**src/hdl/mtmf_pkg.sv**
```systemverilog
`timescale 1ns / 1ps
// Shared types and constants of the multichannel trimmed mean filter.
// Depends on nothing; every other file of the block imports it.
package mtmf_pkg;

	localparam int FUNC_W     = 2;
	localparam int SLOT_W     = 4;
	localparam int CNT_W      = 8;
	localparam int DLY_W      = 10;
	localparam int MAP_W      = 32;
	localparam int MASK_W     = 16;
	localparam int CFG_ADDR_W = 5;
	localparam int CFG_DATA_W = 32;

	localparam logic [FUNC_W-1:0] FUNC_TICK = 2'd0;
	localparam logic [FUNC_W-1:0] FUNC_ON   = 2'd1;
	localparam logic [FUNC_W-1:0] FUNC_OFF  = 2'd2;

	localparam logic [1:0] CLASS_SHORT = 2'd0;
	localparam logic [1:0] CLASS_MID   = 2'd1;

	localparam logic [2:0] REG_WIN_SHORT = 3'd0;
	localparam logic [2:0] REG_WIN_MID   = 3'd1;
	localparam logic [2:0] REG_WIN_LONG  = 3'd2;
	localparam logic [2:0] REG_CLASS_MAP = 3'd3;
	localparam logic [2:0] REG_TEN_BIT   = 3'd4;
	localparam logic [2:0] REG_DELAY     = 3'd5;
	localparam logic [2:0] REG_SETTLE    = 3'd6;

	localparam logic [CNT_W-1:0]  MIN_WINDOW     = 8'd3;
	localparam logic [CNT_W-1:0]  WIN_SHORT_RST  = 8'd6;
	localparam logic [CNT_W-1:0]  WIN_MID_RST    = 8'd12;
	localparam logic [CNT_W-1:0]  WIN_LONG_RST   = 8'd52;
	localparam logic [MAP_W-1:0]  CLASS_MAP_RST  = 32'hA6A2_AAA0;
	localparam logic [MASK_W-1:0] TEN_BIT_RST    = 16'hFDC0;
	localparam logic [MASK_W-1:0] DELAY_MASK_RST = 16'h0018;
	localparam logic [DLY_W-1:0]  SETTLE_RST     = 10'd1000;

	localparam int Q_DEPTH = 2;
	localparam int Q_PTR_W = 1;
	localparam int Q_CNT_W = 2;

	typedef struct packed {
		logic [CNT_W-1:0]  win_short;
		logic [CNT_W-1:0]  win_mid;
		logic [CNT_W-1:0]  win_long;
		logic [MAP_W-1:0]  class_map;
		logic [MASK_W-1:0] ten_bit_mask;
		logic [MASK_W-1:0] delay_slot_mask;
		logic [DLY_W-1:0]  settle_ticks;
	} cfg_t;

	typedef struct packed {
		logic push;
		logic pop;
	} q_req_t;

	typedef struct packed {
		logic full;
		logic empty;
	} q_stat_t;

endpackage

```
**src/hdl/mtmf_if.sv**
```systemverilog
`timescale 1ns / 1ps
// Valid/ready channel interfaces for sample words and result words.
// Depends on mtmf_pkg for the field widths.
interface mtmf_in_if import mtmf_pkg::*; #(
	parameter int SAMPLE_BITS = 12
) ();
	logic                   valid;
	logic                   ready;
	logic [FUNC_W-1:0]      func;
	logic [SLOT_W-1:0]      slot;
	logic [SAMPLE_BITS-1:0] raw_sample;

	modport source (output valid, func, slot, raw_sample, input ready);
	modport sink (input valid, func, slot, raw_sample, output ready);
endinterface

interface mtmf_out_if import mtmf_pkg::*; #(
	parameter int SAMPLE_BITS = 12
) ();
	logic                   valid;
	logic                   ready;
	logic [SLOT_W-1:0]      out_slot;
	logic [SAMPLE_BITS-1:0] average;

	modport source (output valid, out_slot, average, input ready);
	modport sink (input valid, out_slot, average, output ready);
endinterface

```
**src/hdl/multichannel_trimmed_mean_filter.sv**
```systemverilog
`timescale 1ns / 1ps
// Top level of the multichannel trimmed mean filter: configuration registers
// on an APB-style port, front end, window queue and divider back end.
// Depends on mtmf_pkg, mtmf_if, mtmf_front, mtmf_queue and mtmf_back.
//
// The front end takes one sample word per clock cycle and updates the addressed
// slot in that same cycle; it holds ready low only while the two-entry window
// queue is full. Each completed window then passes through the back end: a load
// step, the radix-2 divider and a step to post the result word, which waits
// while the last result word has not been taken. So a stream in which every
// word completes a window is paced by the divider. There is no clearing pass
// after reset.
module multichannel_trimmed_mean_filter import mtmf_pkg::*; #(
	parameter int NUM_SLOTS   = 16,
	parameter int SAMPLE_BITS = 12
) (
	input  logic                  clk,
	input  logic                  arst_n,
	input  logic                  psel,
	input  logic                  penable,
	input  logic                  pwrite,
	input  logic [CFG_ADDR_W-1:0] paddr,
	input  logic [CFG_DATA_W-1:0] pwdata,
	output logic [CFG_DATA_W-1:0] prdata,
	output logic                  pready,
	mtmf_in_if.sink               sample_ch,
	mtmf_out_if.source            result_ch
);

	localparam int ENTRY_W = SLOT_W + (SAMPLE_BITS + CNT_W) + (SAMPLE_BITS + 1)
		+ SAMPLE_BITS + CNT_W;

	cfg_t               cfg_q;
	logic [2:0]         reg_idx;
	logic               cfg_wr;
	logic               front_push;
	logic               back_pop;
	q_req_t             q_req;
	q_stat_t            q_stat;
	logic [ENTRY_W-1:0] push_entry;
	logic [ENTRY_W-1:0] pop_entry;

	assign pready  = 1'b1;
	assign reg_idx = paddr[4:2];
	assign cfg_wr  = psel && penable && pwrite && pready;

	always_ff @(posedge clk or negedge arst_n) begin
		if (!arst_n) begin
			cfg_q.win_short       <= WIN_SHORT_RST;
			cfg_q.win_mid         <= WIN_MID_RST;
			cfg_q.win_long        <= WIN_LONG_RST;
			cfg_q.class_map       <= CLASS_MAP_RST;
			cfg_q.ten_bit_mask    <= TEN_BIT_RST;
			cfg_q.delay_slot_mask <= DELAY_MASK_RST;
			cfg_q.settle_ticks    <= SETTLE_RST;
		end else if (cfg_wr) begin
			unique case (reg_idx)
				REG_WIN_SHORT: cfg_q.win_short       <= pwdata[CNT_W-1:0];
				REG_WIN_MID:   cfg_q.win_mid         <= pwdata[CNT_W-1:0];
				REG_WIN_LONG:  cfg_q.win_long        <= pwdata[CNT_W-1:0];
				REG_CLASS_MAP: cfg_q.class_map       <= pwdata[MAP_W-1:0];
				REG_TEN_BIT:   cfg_q.ten_bit_mask    <= pwdata[MASK_W-1:0];
				REG_DELAY:     cfg_q.delay_slot_mask <= pwdata[MASK_W-1:0];
				REG_SETTLE:    cfg_q.settle_ticks    <= pwdata[DLY_W-1:0];
				default: begin
				end
			endcase
		end
	end

	always_comb begin
		unique case (reg_idx)
			REG_WIN_SHORT: prdata = CFG_DATA_W'(cfg_q.win_short);
			REG_WIN_MID:   prdata = CFG_DATA_W'(cfg_q.win_mid);
			REG_WIN_LONG:  prdata = CFG_DATA_W'(cfg_q.win_long);
			REG_CLASS_MAP: prdata = CFG_DATA_W'(cfg_q.class_map);
			REG_TEN_BIT:   prdata = CFG_DATA_W'(cfg_q.ten_bit_mask);
			REG_DELAY:     prdata = CFG_DATA_W'(cfg_q.delay_slot_mask);
			REG_SETTLE:    prdata = CFG_DATA_W'(cfg_q.settle_ticks);
			default:       prdata = '0;
		endcase
	end

	assign q_req.push = front_push;
	assign q_req.pop  = back_pop;

	mtmf_front #(
		.NUM_SLOTS   (NUM_SLOTS),
		.SAMPLE_BITS (SAMPLE_BITS),
		.ENTRY_W     (ENTRY_W)
	) u_front (
		.clk       (clk),
		.arst_n    (arst_n),
		.cfg       (cfg_q),
		.sample_ch (sample_ch),
		.q_stat    (q_stat),
		.push      (front_push),
		.entry     (push_entry)
	);

	mtmf_queue #(
		.DATA_W (ENTRY_W)
	) u_queue (
		.clk     (clk),
		.arst_n  (arst_n),
		.req     (q_req),
		.wr_data (push_entry),
		.rd_data (pop_entry),
		.stat    (q_stat)
	);

	mtmf_back #(
		.SAMPLE_BITS (SAMPLE_BITS),
		.ENTRY_W     (ENTRY_W)
	) u_back (
		.clk       (clk),
		.arst_n    (arst_n),
		.q_data    (pop_entry),
		.q_stat    (q_stat),
		.pop       (back_pop),
		.result_ch (result_ch)
	);

endmodule

```
**src/hdl/mtmf_queue.sv**
```systemverilog
`timescale 1ns / 1ps
// Short queue of completed windows between the front end and the divider.
// Depends on mtmf_pkg for the depth and the request and status structs.
module mtmf_queue import mtmf_pkg::*; #(
	parameter int DATA_W = 57
) (
	input  logic              clk,
	input  logic              arst_n,
	input  q_req_t            req,
	input  logic [DATA_W-1:0] wr_data,
	output logic [DATA_W-1:0] rd_data,
	output q_stat_t           stat
);

	logic [DATA_W-1:0]  mem_q [Q_DEPTH];
	logic [Q_PTR_W-1:0] wr_ptr_q;
	logic [Q_PTR_W-1:0] rd_ptr_q;
	logic [Q_CNT_W-1:0] cnt_q;

	assign stat.full  = (cnt_q == Q_CNT_W'(Q_DEPTH));
	assign stat.empty = (cnt_q == '0);
	assign rd_data    = mem_q[rd_ptr_q];

	always_ff @(posedge clk) begin
		if (req.push) begin
			mem_q[wr_ptr_q] <= wr_data;
		end
	end

	always_ff @(posedge clk or negedge arst_n) begin
		if (!arst_n) begin
			wr_ptr_q <= '0;
			rd_ptr_q <= '0;
			cnt_q    <= '0;
		end else begin
			if (req.push) begin
				wr_ptr_q <= wr_ptr_q + Q_PTR_W'(1);
			end
			if (req.pop) begin
				rd_ptr_q <= rd_ptr_q + Q_PTR_W'(1);
			end
			if (req.push && !req.pop) begin
				cnt_q <= cnt_q + Q_CNT_W'(1);
			end else if (req.pop && !req.push) begin
				cnt_q <= cnt_q - Q_CNT_W'(1);
			end
		end
	end

	a_no_overflow: assert property (@(posedge clk) disable iff (!arst_n)
		req.push |-> (!stat.full || req.pop))
		else $error("Window pushed into a full queue.");

	a_no_underflow: assert property (@(posedge clk) disable iff (!arst_n)
		req.pop |-> !stat.empty)
		else $error("Window popped from an empty queue.");

	a_count_bound: assert property (@(posedge clk) disable iff (!arst_n)
		cnt_q <= Q_CNT_W'(Q_DEPTH))
		else $error("Queue fill count beyond its depth.");

endmodule

```
**src/hdl/mtmf_front.sv**
```systemverilog
`timescale 1ns / 1ps
// Front end: takes sample words, keeps per-slot window state and pushes
// completed windows into the queue. Depends on mtmf_pkg and mtmf_in_if.
module mtmf_front import mtmf_pkg::*; #(
	parameter int NUM_SLOTS   = 16,
	parameter int SAMPLE_BITS = 12,
	parameter int ENTRY_W     = 57
) (
	input  logic               clk,
	input  logic               arst_n,
	input  cfg_t               cfg,
	mtmf_in_if.sink            sample_ch,
	input  q_stat_t            q_stat,
	output logic               push,
	output logic [ENTRY_W-1:0] entry
);

	localparam int SUM_W      = SAMPLE_BITS + CNT_W;
	localparam int MIN_W      = SAMPLE_BITS + 1;
	localparam int SLOT_IDX_W = (NUM_SLOTS > 1) ? $clog2(NUM_SLOTS) : 1;
	localparam logic [MIN_W-1:0] FS_FULL = MIN_W'(1) << SAMPLE_BITS;
	localparam logic [MIN_W-1:0] FS_TEN  = MIN_W'(1) << (SAMPLE_BITS - 2);
	localparam logic [31:0] TEN_RST32 = 32'(TEN_BIT_RST);
	localparam logic [31:0] DLY_RST32 = 32'(DELAY_MASK_RST);

	logic [SUM_W-1:0]       sum_q [NUM_SLOTS];
	logic [CNT_W-1:0]       count_q [NUM_SLOTS];
	logic [MIN_W-1:0]       min_q [NUM_SLOTS];
	logic [SAMPLE_BITS-1:0] max_q [NUM_SLOTS];
	logic [DLY_W-1:0]       delay_q [NUM_SLOTS];
	logic [NUM_SLOTS-1:0]   on_q;

	logic                   accepted;
	logic                   slot_ok;
	logic                   wr_en;
	logic [SLOT_IDX_W-1:0]  wr_idx;
	logic                   ten_bit;
	logic                   delayed;
	logic [1:0]             win_class;
	logic [CNT_W-1:0]       len_raw;
	logic [CNT_W-1:0]       len;
	logic [SAMPLE_BITS-1:0] value;
	logic [MIN_W-1:0]       full_scale;

	logic [SUM_W-1:0]       cur_sum;
	logic [CNT_W-1:0]       cur_cnt;
	logic [MIN_W-1:0]       cur_min;
	logic [SAMPLE_BITS-1:0] cur_max;
	logic [DLY_W-1:0]       cur_dly;
	logic                   cur_on;

	logic                   take;
	logic [SUM_W-1:0]       upd_sum;
	logic [CNT_W-1:0]       upd_cnt;
	logic [MIN_W-1:0]       upd_min;
	logic [SAMPLE_BITS-1:0] upd_max;

	logic [SUM_W-1:0]       nxt_sum;
	logic [CNT_W-1:0]       nxt_cnt;
	logic [MIN_W-1:0]       nxt_min;
	logic [SAMPLE_BITS-1:0] nxt_max;
	logic [DLY_W-1:0]       nxt_dly;
	logic                   nxt_on;

	assign sample_ch.ready = !q_stat.full;
	assign accepted = sample_ch.valid && sample_ch.ready;
	assign slot_ok  = (32'(sample_ch.slot) < 32'(NUM_SLOTS));
	assign wr_idx   = SLOT_IDX_W'(sample_ch.slot);
	assign wr_en    = accepted && slot_ok && (sample_ch.func == FUNC_TICK ||
		sample_ch.func == FUNC_ON || sample_ch.func == FUNC_OFF);

	assign ten_bit   = cfg.ten_bit_mask[sample_ch.slot];
	assign delayed   = cfg.delay_slot_mask[sample_ch.slot];
	assign win_class = cfg.class_map[{sample_ch.slot, 1'b0} +: 2];

	always_comb begin
		priority if (win_class == CLASS_SHORT) begin
			len_raw = cfg.win_short;
		end else if (win_class == CLASS_MID) begin
			len_raw = cfg.win_mid;
		end else begin
			len_raw = cfg.win_long;
		end
	end

	assign len        = (len_raw < MIN_WINDOW) ? MIN_WINDOW : len_raw;
	assign value      = ten_bit ? (sample_ch.raw_sample >> 2) : sample_ch.raw_sample;
	assign full_scale = ten_bit ? FS_TEN : FS_FULL;

	assign cur_sum = sum_q[wr_idx];
	assign cur_cnt = count_q[wr_idx];
	assign cur_min = min_q[wr_idx];
	assign cur_max = max_q[wr_idx];
	assign cur_dly = delay_q[wr_idx];
	assign cur_on  = on_q[wr_idx];

	assign take    = (cur_cnt < len);
	assign upd_sum = take ? (cur_sum + SUM_W'(value)) : cur_sum;
	assign upd_cnt = take ? (cur_cnt + CNT_W'(1)) : cur_cnt;
	assign upd_min = (take && (MIN_W'(value) < cur_min)) ? MIN_W'(value) : cur_min;
	assign upd_max = (take && (value > cur_max)) ? value : cur_max;

	always_comb begin
		nxt_sum = cur_sum;
		nxt_cnt = cur_cnt;
		nxt_min = cur_min;
		nxt_max = cur_max;
		nxt_dly = cur_dly;
		nxt_on  = cur_on;
		push    = 1'b0;
		priority if (sample_ch.func == FUNC_ON) begin
			nxt_on = 1'b1;
		end else if (sample_ch.func == FUNC_OFF) begin
			nxt_on = 1'b0;
		end else if (!cur_on) begin
			nxt_sum = '0;
			nxt_cnt = '0;
			nxt_min = full_scale;
			nxt_max = '0;
			if (delayed) begin
				nxt_dly = cfg.settle_ticks;
			end
		end else if (delayed && cur_dly != '0) begin
			nxt_dly = cur_dly - DLY_W'(1);
		end else if (upd_cnt >= len) begin
			push    = wr_en;
			nxt_sum = '0;
			nxt_cnt = '0;
			nxt_min = full_scale;
			nxt_max = '0;
		end else begin
			nxt_sum = upd_sum;
			nxt_cnt = upd_cnt;
			nxt_min = upd_min;
			nxt_max = upd_max;
		end
	end

	assign entry = {sample_ch.slot, upd_sum, upd_min, upd_max, upd_cnt};

	always_ff @(posedge clk or negedge arst_n) begin
		if (!arst_n) begin
			for (int s = 0; s < NUM_SLOTS; s++) begin
				sum_q[s]   <= '0;
				count_q[s] <= '0;
				min_q[s]   <= TEN_RST32[s] ? FS_TEN : FS_FULL;
				max_q[s]   <= '0;
				delay_q[s] <= DLY_RST32[s] ? SETTLE_RST : '0;
				on_q[s]    <= 1'b1;
			end
		end else if (wr_en) begin
			for (int s = 0; s < NUM_SLOTS; s++) begin
				if (wr_idx == SLOT_IDX_W'(s)) begin
					sum_q[s]   <= nxt_sum;
					count_q[s] <= nxt_cnt;
					min_q[s]   <= nxt_min;
					max_q[s]   <= nxt_max;
					delay_q[s] <= nxt_dly;
					on_q[s]    <= nxt_on;
				end
			end
		end
	end

	a_clear_after_push: assert property (@(posedge clk) disable iff (!arst_n)
		push |=> count_q[$past(wr_idx)] == '0)
		else $error("Slot not cleared after its window completed.");

	a_push_full_window: assert property (@(posedge clk) disable iff (!arst_n)
		push |-> (upd_cnt >= MIN_WINDOW && cur_on))
		else $error("Window pushed with fewer than three samples.");

	a_turn_on: assert property (@(posedge clk) disable iff (!arst_n)
		(wr_en && sample_ch.func == FUNC_ON) |=> on_q[$past(wr_idx)])
		else $error("Slot did not turn on.");

endmodule

```
**src/hdl/mtmf_back.sv**
```systemverilog
`timescale 1ns / 1ps
// Back end: pops completed windows, trims and divides them one quotient bit
// per cycle and holds the result word. Depends on mtmf_pkg and mtmf_out_if.
module mtmf_back import mtmf_pkg::*; #(
	parameter int SAMPLE_BITS = 12,
	parameter int ENTRY_W     = 57
) (
	input  logic               clk,
	input  logic               arst_n,
	input  logic [ENTRY_W-1:0] q_data,
	input  q_stat_t            q_stat,
	output logic               pop,
	mtmf_out_if.source         result_ch
);

	localparam int SUM_W  = SAMPLE_BITS + CNT_W;
	localparam int MIN_W  = SAMPLE_BITS + 1;
	localparam int ITER_W = $clog2(SUM_W);

	typedef enum logic [2:0] {
		B_IDLE = 3'b001,
		B_DIV  = 3'b010,
		B_DONE = 3'b100
	} back_state_t;

	back_state_t            state_q;
	logic [SUM_W-1:0]       quo_q;
	logic [CNT_W-1:0]       rem_q;
	logic [CNT_W-1:0]       den_q;
	logic [ITER_W-1:0]      iter_q;
	logic [SLOT_W-1:0]      slot_q;
	logic                   out_valid_q;
	logic [SLOT_W-1:0]      out_slot_q;
	logic [SAMPLE_BITS-1:0] out_avg_q;

	logic [SLOT_W-1:0]      e_slot;
	logic [SUM_W-1:0]       e_sum;
	logic [MIN_W-1:0]       e_min;
	logic [SAMPLE_BITS-1:0] e_max;
	logic [CNT_W-1:0]       e_cnt;
	logic [SUM_W-1:0]       numer;
	logic [CNT_W:0]         trial;
	logic                   fits;
	logic                   load_out;
	logic [SAMPLE_BITS-1:0] avg_sat;

	assign {e_slot, e_sum, e_min, e_max, e_cnt} = q_data;
	assign numer = e_sum - SUM_W'(e_min) - SUM_W'(e_max);

	assign pop   = (state_q == B_IDLE) && !q_stat.empty;
	assign trial = {rem_q, quo_q[SUM_W-1]};
	assign fits  = (trial >= {1'b0, den_q});

	assign load_out = (state_q == B_DONE) && (!out_valid_q || result_ch.ready);
	assign avg_sat  = (quo_q[SUM_W-1:SAMPLE_BITS] != '0) ? '1 : quo_q[SAMPLE_BITS-1:0];

	assign result_ch.valid    = out_valid_q;
	assign result_ch.out_slot = out_slot_q;
	assign result_ch.average  = out_avg_q;

	always_ff @(posedge clk or negedge arst_n) begin
		if (!arst_n) begin
			state_q     <= B_IDLE;
			iter_q      <= '0;
			out_valid_q <= 1'b0;
		end else begin
			unique case (state_q)
				B_IDLE: begin
					if (pop) begin
						iter_q  <= ITER_W'(SUM_W - 1);
						state_q <= B_DIV;
					end
				end
				B_DIV: begin
					iter_q <= iter_q - ITER_W'(1);
					if (iter_q == '0) begin
						state_q <= B_DONE;
					end
				end
				B_DONE: begin
					if (load_out) begin
						state_q <= B_IDLE;
					end
				end
				default: begin
					state_q <= B_IDLE;
				end
			endcase
			if (load_out) begin
				out_valid_q <= 1'b1;
			end else if (result_ch.ready) begin
				out_valid_q <= 1'b0;
			end
		end
	end

	always_ff @(posedge clk) begin
		if (pop) begin
			quo_q  <= numer;
			rem_q  <= '0;
			den_q  <= e_cnt - CNT_W'(2);
			slot_q <= e_slot;
		end else if (state_q == B_DIV) begin
			quo_q <= {quo_q[SUM_W-2:0], fits};
			rem_q <= fits ? CNT_W'(trial - {1'b0, den_q}) : trial[CNT_W-1:0];
		end
		if (load_out) begin
			out_slot_q <= slot_q;
			out_avg_q  <= avg_sat;
		end
	end

	a_divisor_nonzero: assert property (@(posedge clk) disable iff (!arst_n)
		state_q == B_DIV |-> den_q != '0)
		else $error("Divider running with a zero divisor.");

	a_rem_below_div: assert property (@(posedge clk) disable iff (!arst_n)
		state_q == B_DIV |-> rem_q < den_q)
		else $error("Partial remainder not below the divisor.");

	a_result_posted: assert property (@(posedge clk) disable iff (!arst_n)
		load_out |=> (out_valid_q && state_q == B_IDLE))
		else $error("Finished quotient not posted as a result word.");

endmodule
```
**src/flat_wrapper.sv**
```systemverilog
// flat-port wrapper written by rule: the top's interface ports become plain ports
module multichannel_trimmed_mean_filter_flat import mtmf_pkg::*;
#(
	parameter int NUM_SLOTS   = 16,
	parameter int SAMPLE_BITS = 12
)
  (clk, arst_n, psel, penable, pwrite, paddr, pwdata, prdata, pready, sample_ch_valid, sample_ch_func, sample_ch_slot, sample_ch_raw_sample, sample_ch_ready, result_ch_valid, result_ch_out_slot, result_ch_average, result_ch_ready);
  mtmf_in_if #(.SAMPLE_BITS(SAMPLE_BITS)) sample_ch_i ();
  mtmf_out_if #(.SAMPLE_BITS(SAMPLE_BITS)) result_ch_i ();
  input  logic clk;
  input  logic arst_n;
  input  logic psel;
  input  logic penable;
  input  logic pwrite;
  input  logic [CFG_ADDR_W-1:0] paddr;
  input  logic [CFG_DATA_W-1:0] pwdata;
  output logic [CFG_DATA_W-1:0] prdata;
  output logic pready;
  input wire logic [$bits(sample_ch_i.valid)-1:0] sample_ch_valid;
  input wire logic [$bits(sample_ch_i.func)-1:0] sample_ch_func;
  input wire logic [$bits(sample_ch_i.slot)-1:0] sample_ch_slot;
  input wire logic [$bits(sample_ch_i.raw_sample)-1:0] sample_ch_raw_sample;
  output wire logic [$bits(sample_ch_i.ready)-1:0] sample_ch_ready;
  output wire logic [$bits(result_ch_i.valid)-1:0] result_ch_valid;
  output wire logic [$bits(result_ch_i.out_slot)-1:0] result_ch_out_slot;
  output wire logic [$bits(result_ch_i.average)-1:0] result_ch_average;
  input wire logic [$bits(result_ch_i.ready)-1:0] result_ch_ready;
  assign sample_ch_i.valid = sample_ch_valid;
  assign sample_ch_i.func = sample_ch_func;
  assign sample_ch_i.slot = sample_ch_slot;
  assign sample_ch_i.raw_sample = sample_ch_raw_sample;
  assign sample_ch_ready = sample_ch_i.ready;
  assign result_ch_valid = result_ch_i.valid;
  assign result_ch_out_slot = result_ch_i.out_slot;
  assign result_ch_average = result_ch_i.average;
  assign result_ch_i.ready = result_ch_ready;
  multichannel_trimmed_mean_filter #(.NUM_SLOTS(NUM_SLOTS), .SAMPLE_BITS(SAMPLE_BITS)) u_core (.clk(clk), .arst_n(arst_n), .psel(psel), .penable(penable), .pwrite(pwrite), .paddr(paddr), .pwdata(pwdata), .prdata(prdata), .pready(pready), .sample_ch(sample_ch_i), .result_ch(result_ch_i));
endmodule
```
**config.mk**
```make
export PLATFORM = sky130hd
export DESIGN_NAME = multichannel_trimmed_mean_filter_flat
export DESIGN_NICKNAME = d
export VERILOG_FILES = /design/src/hdl/mtmf_pkg.sv /design/src/hdl/mtmf_if.sv /design/src/hdl/multichannel_trimmed_mean_filter.sv /design/src/hdl/mtmf_queue.sv /design/src/hdl/mtmf_front.sv /design/src/hdl/mtmf_back.sv /design/src/flat_wrapper.sv
export SDC_FILE = /design/constraint.sdc
export NUM_CORES = 2
export LEC_CHECK = 0
export ABC_AREA = 1
export BUFFER_PORTS_ARGS = -buffer_cell sky130_fd_sc_hd__clkbuf_2
export CAP_MARGIN = 25
export CORE_ASPECT_RATIO = 1.4
export CORE_MARGIN = 2
export CORE_UTILIZATION = 41
export CTS_BUF_LIST = sky130_fd_sc_hd__clkbuf_8
export DETAILED_ROUTE_END_ITERATION = 16
export GPL_ROUTABILITY_DRIVEN = 0
export SLEW_MARGIN = 30
export SYNTH_ARGS = -nofsm -noshare
export SYNTH_HDL_FRONTEND = slang
export SYNTH_SLANG_ARGS = --single-unit
```
**constraint.sdc**
```tcl
create_clock -name clk -period 6.9 [get_ports clk]
set_input_delay 2.07 -clock clk [delete_from_list [all_inputs] [get_ports clk]]
set_output_delay 2.07 -clock clk [all_outputs]
set_load 0.01 [all_outputs]
```
# --- Word-level counts from Yosys, hierarchy flattened ---
# Memory sizes are Yosys's and may differ from the RTL's.
# Cells that the tools add are included.
totals:
  ff_bits: 1191
  ramBits: 114
  n_memories: 1
mem_list:
  columns: ["memory", "words", "word_bits", "rd", "rd_clocked_by_memory_dff", "write_ports", "line", "text"]
  rows:
  - ["u_core.u_queue.mem_q", 2, 57, 1, 0, 1, "mtmf_queue.sv:15", "logic [DATA_W-1:0] mem_q [Q_DEPTH];"]
classes:
  addsub: 12
  magnitude_cmp: 8
  n_eq_ne: 31
  shift: 1
  muxes: 78
  bitwise_logic: 1
  n_reduce_logical: 56
ops:
  columns: ["cell", "count"]
  rows:
  - ["case mux 32 bit (7 select lines)", 1]
  - ["2-to-1 mux 20 bit", 10]
  - ["2-to-1 mux 13 bit", 9]
  - ["2-to-1 mux 12 bit", 9]
  - ["2-to-1 mux 8 bit", 12]
  - ["binary-select mux 20 bit (select 4 bit)", 1]
  - ["2-to-1 mux 10 bit", 7]
  - ["binary-select mux 13 bit (select 4 bit)", 1]
  - ["binary-select mux 12 bit (select 4 bit)", 1]
  - ["AND reduction 2 bit", 24]
  - ["binary-select mux 10 bit (select 4 bit)", 1]
  - ["binary-select mux 8 bit (select 4 bit)", 1]
  - ["== test 4 bit, second input constant", 8]
  - ["variable part select 32 x 6 -> 2 bit", 1]
  - ["adder 20 x 12 -> 20 bit", 1]
  - ["subtractor 20 x 12 -> 20 bit", 1]
  - ["subtractor 20 x 13 -> 20 bit", 1]
  - ["== test 4 x 3 -> 1 bit, second input constant", 4]
  - ["2-to-1 mux 1 bit", 14]
  - ["< comparator 12 x 13 -> 1 bit", 1]
  - ["binary-select mux 1 bit (select 4 bit)", 3]
  - ["== test 3 bit, second input constant", 4]
  - ["greater-than comparator 12 bit", 1]
  - ["logical AND 1 bit", 11]
  - ["other kinds (38)", 60]

# --- Longest topological paths before layout ---
logic_depth:
  ltp_word: 18
  mapped_depth: 44
  depth_no_buf: 40

# --- By module ---
# From an unflattened synthesis, not the netlist that was laid out.
hier_totals:
  hier_cells: 8082
  hier_area_um2: 66065.9
modules_own_cells:
  columns: ["mod", "n_inst", "cells_per_inst", "area_each_um2"]
  rows:
  - ["mtmf_front", 1, 6716, 52217.6]
  - ["multichannel_trimmed_mean_filter", 1, 612, 5011.1]
  - ["mtmf_back", 1, 552, 4441.8]
  - ["mtmf_queue", 1, 202, 4395.5]

# --- Worst setup path before layout ---
# No wires, ideal clock.
synth_timing:
  kind: "input to register"
  from: "input port sample_ch_slot[0]"
  to: "memory u_core.u_queue.mem_q[1][0], enable pin"
  setup_time_ns: 0.473
  t_arrival_ns: 9.176
  setup_slack_ns: -2.750
  path_stages: 32
  path_buffers: 8
  cell_sequence: "buf_6 buf_12 nand2_8 inv_2 buf_6 buf_6 buf_2 buf_2 a22oi_1 a21oi_1 or4_1 clkbuf_1 ha_1 nand2_1 nor2_1 a211oi_1 nand2_4 inv_4 buf_6 nand2_1 o21ai_1 inv_1 ha_1 nand2_1 nor2_1 nand4_1 and3_1 nor2_4 inv_1 nor3_1 inv_1 nor2_1"
synth_between:
  elab_chain_cells: 16
  elab_cells_between_ends: 31
synth_rtl:
  columns: ["item", "line", "text"]
  rows:
  - ["start, declared", "flat_wrapper.sv:21", "input wire logic [$bits(sample_ch_i.slot)-1:0] sample_ch_slot;"]
  - ["variable part select 32 x 6 -> 2 bit", "mtmf_front.sv:74", "assign win_class = cfg.class_map[{sample_ch.slot, 1'b0} +: 2];"]
  - ["== test 2 x 1 -> 1 bit", "mtmf_front.sv:79", "end else if (win_class == CLASS_MID) begin"]
  - ["2-to-1 mux 8 bit", "mtmf_front.sv:79", null]
  - ["2-to-1 mux 8 bit", "mtmf_front.sv:77", "priority if (win_class == CLASS_SHORT) begin"]
  - ["< comparator 8 x 2 -> 1 bit", "mtmf_front.sv:86", "assign len = (len_raw < MIN_WINDOW) ? MIN_WINDOW : len_raw;"]
  - ["2-to-1 mux 8 bit", "mtmf_front.sv:86", null]
  - ["< comparator 8 bit", "mtmf_front.sv:97", "assign take = (cur_cnt < len);"]
  - ["2-to-1 mux 8 bit (*)", "mtmf_front.sv:99", "assign upd_cnt = take ? (cur_cnt + CNT_W'(1)) : cur_cnt;"]
  - ["via u_core.push_entry[6]", "multichannel_trimmed_mean_filter.sv:40", "logic [ENTRY_W-1:0] push_entry;"]
  - ["[1 not listed]", null, null]
  - ["2-to-1 mux 1 bit (*)", "mtmf_front.sv:125", "end else if (upd_cnt >= len) begin"]
  - ["2-to-1 mux 1 bit (*)", "mtmf_front.sv:123", "end else if (delayed && cur_dly != '0) begin"]
  - ["2-to-1 mux 1 bit (*)", "mtmf_front.sv:115", "end else if (!cur_on) begin"]
  - ["2-to-1 mux 1 bit (*)", "mtmf_front.sv:113", "end else if (sample_ch.func == FUNC_OFF) begin"]
  - ["2-to-1 mux 1 bit (*)", "mtmf_front.sv:111", "priority if (sample_ch.func == FUNC_ON) begin"]
  - ["via u_core.front_push", "multichannel_trimmed_mean_filter.sv:36", "logic front_push;"]
  - ["2-to-1 mux 1 bit (*)", "mtmf_queue.sv:25", "if (req.push) begin"]
  - ["2-to-1 mux 1 bit (not written as such) (*)", "mtmf_queue.sv:26", "mem_q[wr_ptr_q] <= wr_data;"]
  - ["end, declared", "mtmf_queue.sv:15", null]
# Mark *: on every way through the listed nets, which the timed path passes. The rest lies on a longest branch. The select of a mux whose other input is x is not followed.

# --- Worst setup path in the final report ---
layout_timing:
  from: "input port sample_ch_slot[2]"
  to: "register u_core.u_front.min_q[147] in the netlist's numbering"
layout_between:
  elab_chain_cells: 14
  elab_cells_between_ends: 40
layout_rtl:
  columns: ["item", "line", "text"]
  rows:
  - ["variable part select 32 x 6 -> 2 bit", "mtmf_front.sv:74", null]
  - ["== test 2 x 1 -> 1 bit", "mtmf_front.sv:79", null]
  - ["2-to-1 mux 8 bit", "mtmf_front.sv:79", null]
  - ["2-to-1 mux 8 bit", "mtmf_front.sv:77", null]
  - ["< comparator 8 x 2 -> 1 bit", "mtmf_front.sv:86", null]
  - ["2-to-1 mux 8 bit", "mtmf_front.sv:86", null]
  - ["< comparator 8 bit", "mtmf_front.sv:97", null]
  - ["2-to-1 mux 8 bit (*)", "mtmf_front.sv:99", null]
  - ["via u_core.push_entry[3]", "multichannel_trimmed_mean_filter.sv:40", null]
  - ["greater-or-equal comparator 8 bit (*)", "mtmf_front.sv:125", null]
  - ["2-to-1 mux 13 bit (*)", "mtmf_front.sv:125", null]
  - ["2-to-1 mux 13 bit (*)", "mtmf_front.sv:123", null]
  - ["2-to-1 mux 13 bit (*)", "mtmf_front.sv:115", null]
  - ["2-to-1 mux 13 bit (*)", "mtmf_front.sv:113", null]
  - ["2-to-1 mux 13 bit (*)", "mtmf_front.sv:111", null]
  - ["end signal, assigned by index", "mtmf_front.sv:146", "min_q[s] <= TEN_RST32[s] ? FS_TEN : FS_FULL;"]
  - ["end signal, assigned by index", "mtmf_front.sv:156", "min_q[s] <= nxt_min;"]
  - ["end, declared", "mtmf_front.sv:28", "logic [MIN_W-1:0] min_q [NUM_SLOTS];"]
# Marks and branches as above.
# A chain may end at the register's enable or synchronous reset.

==> reports/metrics.yaml <==
routing:
  drtAntennaViolNets: 0
  wire_per_inst_um: 21.2
  drt_pass1_iterations: 8
  vias_per_cell: 5.51
  drc: 0
  vias: 54497
  wl_um: 210000
  drtIter0Drc: 5502
finish:
  area_growth_syn_to_layout_pct: 15.0
  layout.nets: 7895
  drive_above_1_share_pct: 14.3
  nFillCells: 14702
placement:
  post-dp-hpwl_um: 126000
  dp_slack_ns: -0.453
  io_buffers: 109
timing:
  finalSetupTns_ns: 0
  rsz0062_at_grt: "false"
  timing.final.ws_setup_ns: 0.424
  max_freq_mhz: 154
  post-route-period-util_pct: 93.9
  hold_viol: 0
  clock_skew_ns: 0.0838
  setup_violations: 0
  drv_slew: 0
  period_needed_ns: 6.48
  slew_headroom_pct: 28.9
  worstMarginPinSlew_ns: 1.07
floorplanning:
  io_pins: 113
  die_area_um2: 157000
  die_h_um: 468
  num_rows: 170
  start_util_pct: 41.2
  die_x_um: 336
  core_um2: 153000
critical_path:
  critPathTopFamily: "simple AND/OR/NAND/NOR gates"
  crit_top_cell: "nand2_1"
  worst-path-stages: 40
  r2r_end: "u_core.u_front.min_q[147]"
  cp.required_ns: 7.75
  rr_worst_depth: 40
  startpoint: "sample_ch_slot[2]"
  cp-endpoint: "u_core.u_front.min_q[147]"
  crit_buf_inv: 9
  crit_slowest_cell: "ha_1"
  worst_path_largest_cell_delay_ns: 0.31
  arrival_ns: 7.33
  setup.worst_path.class: "in2reg"
  reg2reg_from: "u_core.cfg_q[59]"
  r2r_setup_slack_ns: 1.38
  startpoint_type: "primary input"
  end_kind: "flip-flop"
  worstPathMaxFanout: 16
global_route:
  antenna_found_initial: 6
  grt_pass1_wl_um: 320000
  grt_max_degree: 168
  grt-ovfl-total: 0
  grt_usage_pct: 26.6
  grt_pass1_vias: 53141
synthesis:
  synth.avg_cell_area_um2: 8.45
  synth.distinct_cells: 63
  netlist_instances: 7468
  ys_ff_latch: 1305
  yosysTopAreaCell: "dfrtp_1"
  yosysTopAreaCellShare_pct: 41.7
  synth_edf_count: 162
  ys.flop_type: "dfrtp_1"
  async_flop_share_pct: 87.0
  syn_nets: 7623
  yosys_warnings: 0
  synth_area_leaders: "dfrtp_1, nand2_1, edfxtp_1, o21ai_0, a22oi_1"
  seq_area_frac_synth_pct: 53.1
  synth_area_um2: 63100
clock_tree:
  clock_sink_count: 1305
  clk_path_buf_depth: 3
  cts-root-buf: "clkbuf_8"
  clkTransAtPathRegs_ns: 0.06
  hold_buffers: 0
  clkLatencyLatePin_ns: 0.99
  cts_buffers: 203
  cts_tree: "yes"
  postCtsSetupBuffers: 0
  htreeDepth: 4
  post_cts_resized: 0
run:
  cap_violations: 0
pwr:
  power.density_nw_per_um2: 347
  peakVddDrop_mv: 0.182
  p_leak_nw: 35.3
status:
  status: "finished, final reports clean"
worst_hold_path:
  hp-class: "reg2reg"
==> cell type report <==
| cell class | count | area (µm²) | share of cell area, % |
|---|---|---|---|
| clock buffers | 243 | 3340 | 4.61 |
| flip-flops and latches | 1305 | 33500 | 46.2 |
| clock inverters | 135 | 744 | 1.03 |
| repair buffers | 573 | 5130 | 7.06 |
| inverters | 618 | 2360 | 3.25 |
| multi-input cells | 5039 | 25000 | 34.5 |
| well taps | 1978 | 2470 | 3.41 |
| diodes | 3 | 7.51 | 0.0103 |
==> layer usage <==
| metal | GRT usage [%] | up-vias | wire (µm) | part of all wire [%] |
|---|---|---|---|---|
| met5 | 0.524 | - | 121 | 0.058 |
| met3 | 4.94 | 538 | 16200 | 7.7 |
| li1 | - | 25159 | - | - |
| met1 | 33.1 | 26540 | 83100 | 40 |
| met2 | 44.3 | 2256 | 99500 | 47 |
| met4 | 13.4 | 4 | 10700 | 5.1 |
==> how the worst min path moves through the flow <==
stage,from,endpoint,cells past startpoint,slack [ns]
finish,u_core.u_back.slot_q[2],u_core.u_back.result_ch.out_slot[2],0,0.41
global route,u_core.u_back.slot_q[3],u_core.u_back.result_ch.out_slot[3],0,0.44
CTS,u_core.u_back.slot_q[2],u_core.u_back.result_ch.out_slot[2],0,0.43
detailed placement,u_core.u_back.slot_q[3],u_core.u_back.result_ch.out_slot[3],0,0.42
global placement,u_core.u_back.slot_q[3],u_core.u_back.result_ch.out_slot[3],0,0.40
floorplan,u_core.u_back.slot_q[0],u_core.u_back.result_ch.out_slot[0],0,0.40
==> power by group <==
group,leakage (nW),internal [mW],total [mW],switching [mW]
clock network,2.42,3.36,6.57,3.22
logic,17.1,3.01,7.68,4.67
registers,15.9,10.1,11.0,0.848
total,35.3,16.5,25.2,8.74
==> synth_stat cells (all sizes together), types with 4 or more instances <==
cell type and instances:
nand4 56, and2 5, a211oi 5, o221ai 8, dfrtp 1053, or2 6
inv 617, a31oi 165, a221oi 9, dfstp 82, ha 79, clkbuf 284
nand2 2634, xor2 42, o21ai 739, mux2i 32, o211ai 9, xnor2 12
o22ai 194, fa 14, nor3 18, a21oi 190, mux2 6, edfxtp 162
nand3 77, dfxtp 8, buf 222, nor2 348, nand3b 4, or4 14
a22oi 354
==> registers in the layout, summed over array words and instances (netlist names), 2 cells and up <==
signal / count
u_core.u_front.min_q: 208
u_core.u_back.den_q: 8
u_core.u_queue.cnt_q: 2
u_core.u_back.quo_q: 20
u_core.cfg_q: 98
u_core.u_front.sum_q: 320
u_core.u_back.state_q: 3
u_core.u_back.result_ch.average: 12
u_core.u_back.slot_q: 4
u_core.u_back.rem_q: 8
u_core.u_front.count_q: 128
u_core.u_back.iter_q: 5
u_core.u_front.max_q: 192
u_core.u_front.delay_q: 160
u_core.u_back.result_ch.out_slot: 4
u_core.u_front.on_q: 16
u_core.u_queue.mem_q: 114
==> through the flow <==
stage | cells | hold WS (ns) | power [mW] | cell area [µm²] | util, %
after floorplan | 7468 | 0.400 | 15.9 | 63300 | -
after global placement | 9510 | 0.404 | 18.5 | 68400 | 44.7
after detailed placement | 9511 | 0.422 | 18.7 | 68400 | 44.7
after CTS | 9889 | 0.435 | 25.3 | 72500 | 47.4
after global routing | 9893 | 0.438 | 26.9 | 72600 | 47.4
final | 9894 | 0.413 | 25.2 | 72600 | 47.4
==> worst reg2reg max path: cells and delay by family, from the launching register on <==
family                   cells  cell delay, ns
buffers and inverters        7            0.86
adder cells (fa/ha/maj)      2            0.59
AND/OR/NAND/NOR             25            2.62
AO/OA/AOI/OAI                5            0.62
XOR/XNOR                     1            0.25
flip-flops                   1            0.51
==> logic make-up (layout without fill, tap and decap cells) <==
family          after synthesis  in the layout  synth area share [%]
flops                      1305           1305                  53.1
xor+xnor                     54             54                 0.749
fa+ha+maj                    93             93                  2.01
buf+inv                    1124           1569                  7.68
simple gates               3168           3168                  19.8
other cells                   1              4               0.00594
compound gates             1685           1685                  16.0
mux                          38             38                 0.614
==> layout by cell type, fill, tap and decap left out, drive strengths merged, types with 9 or more instances in the layout <==
master,netlist,final
nand3,77,77
a31oi,165,165
clkbuf,284,351
xnor2,12,12
clkinv,1,30
fa,14,14
edfxtp,162,162
nor2,348,348
o22ai,194,194
dfrtp,1053,1053
dfstp,82,82
nor3,18,18
ha,79,79
buf,222,465
a22oi,354,354
inv,617,712
o211ai,9,9
nand2,2634,2634
a221oi,9,9
or4,14,14
o21ai,739,739
nand4,56,56
a21oi,190,190
mux2i,32,32
xor2,42,42
Note: power is estimated with default switching activity, not from simulation.
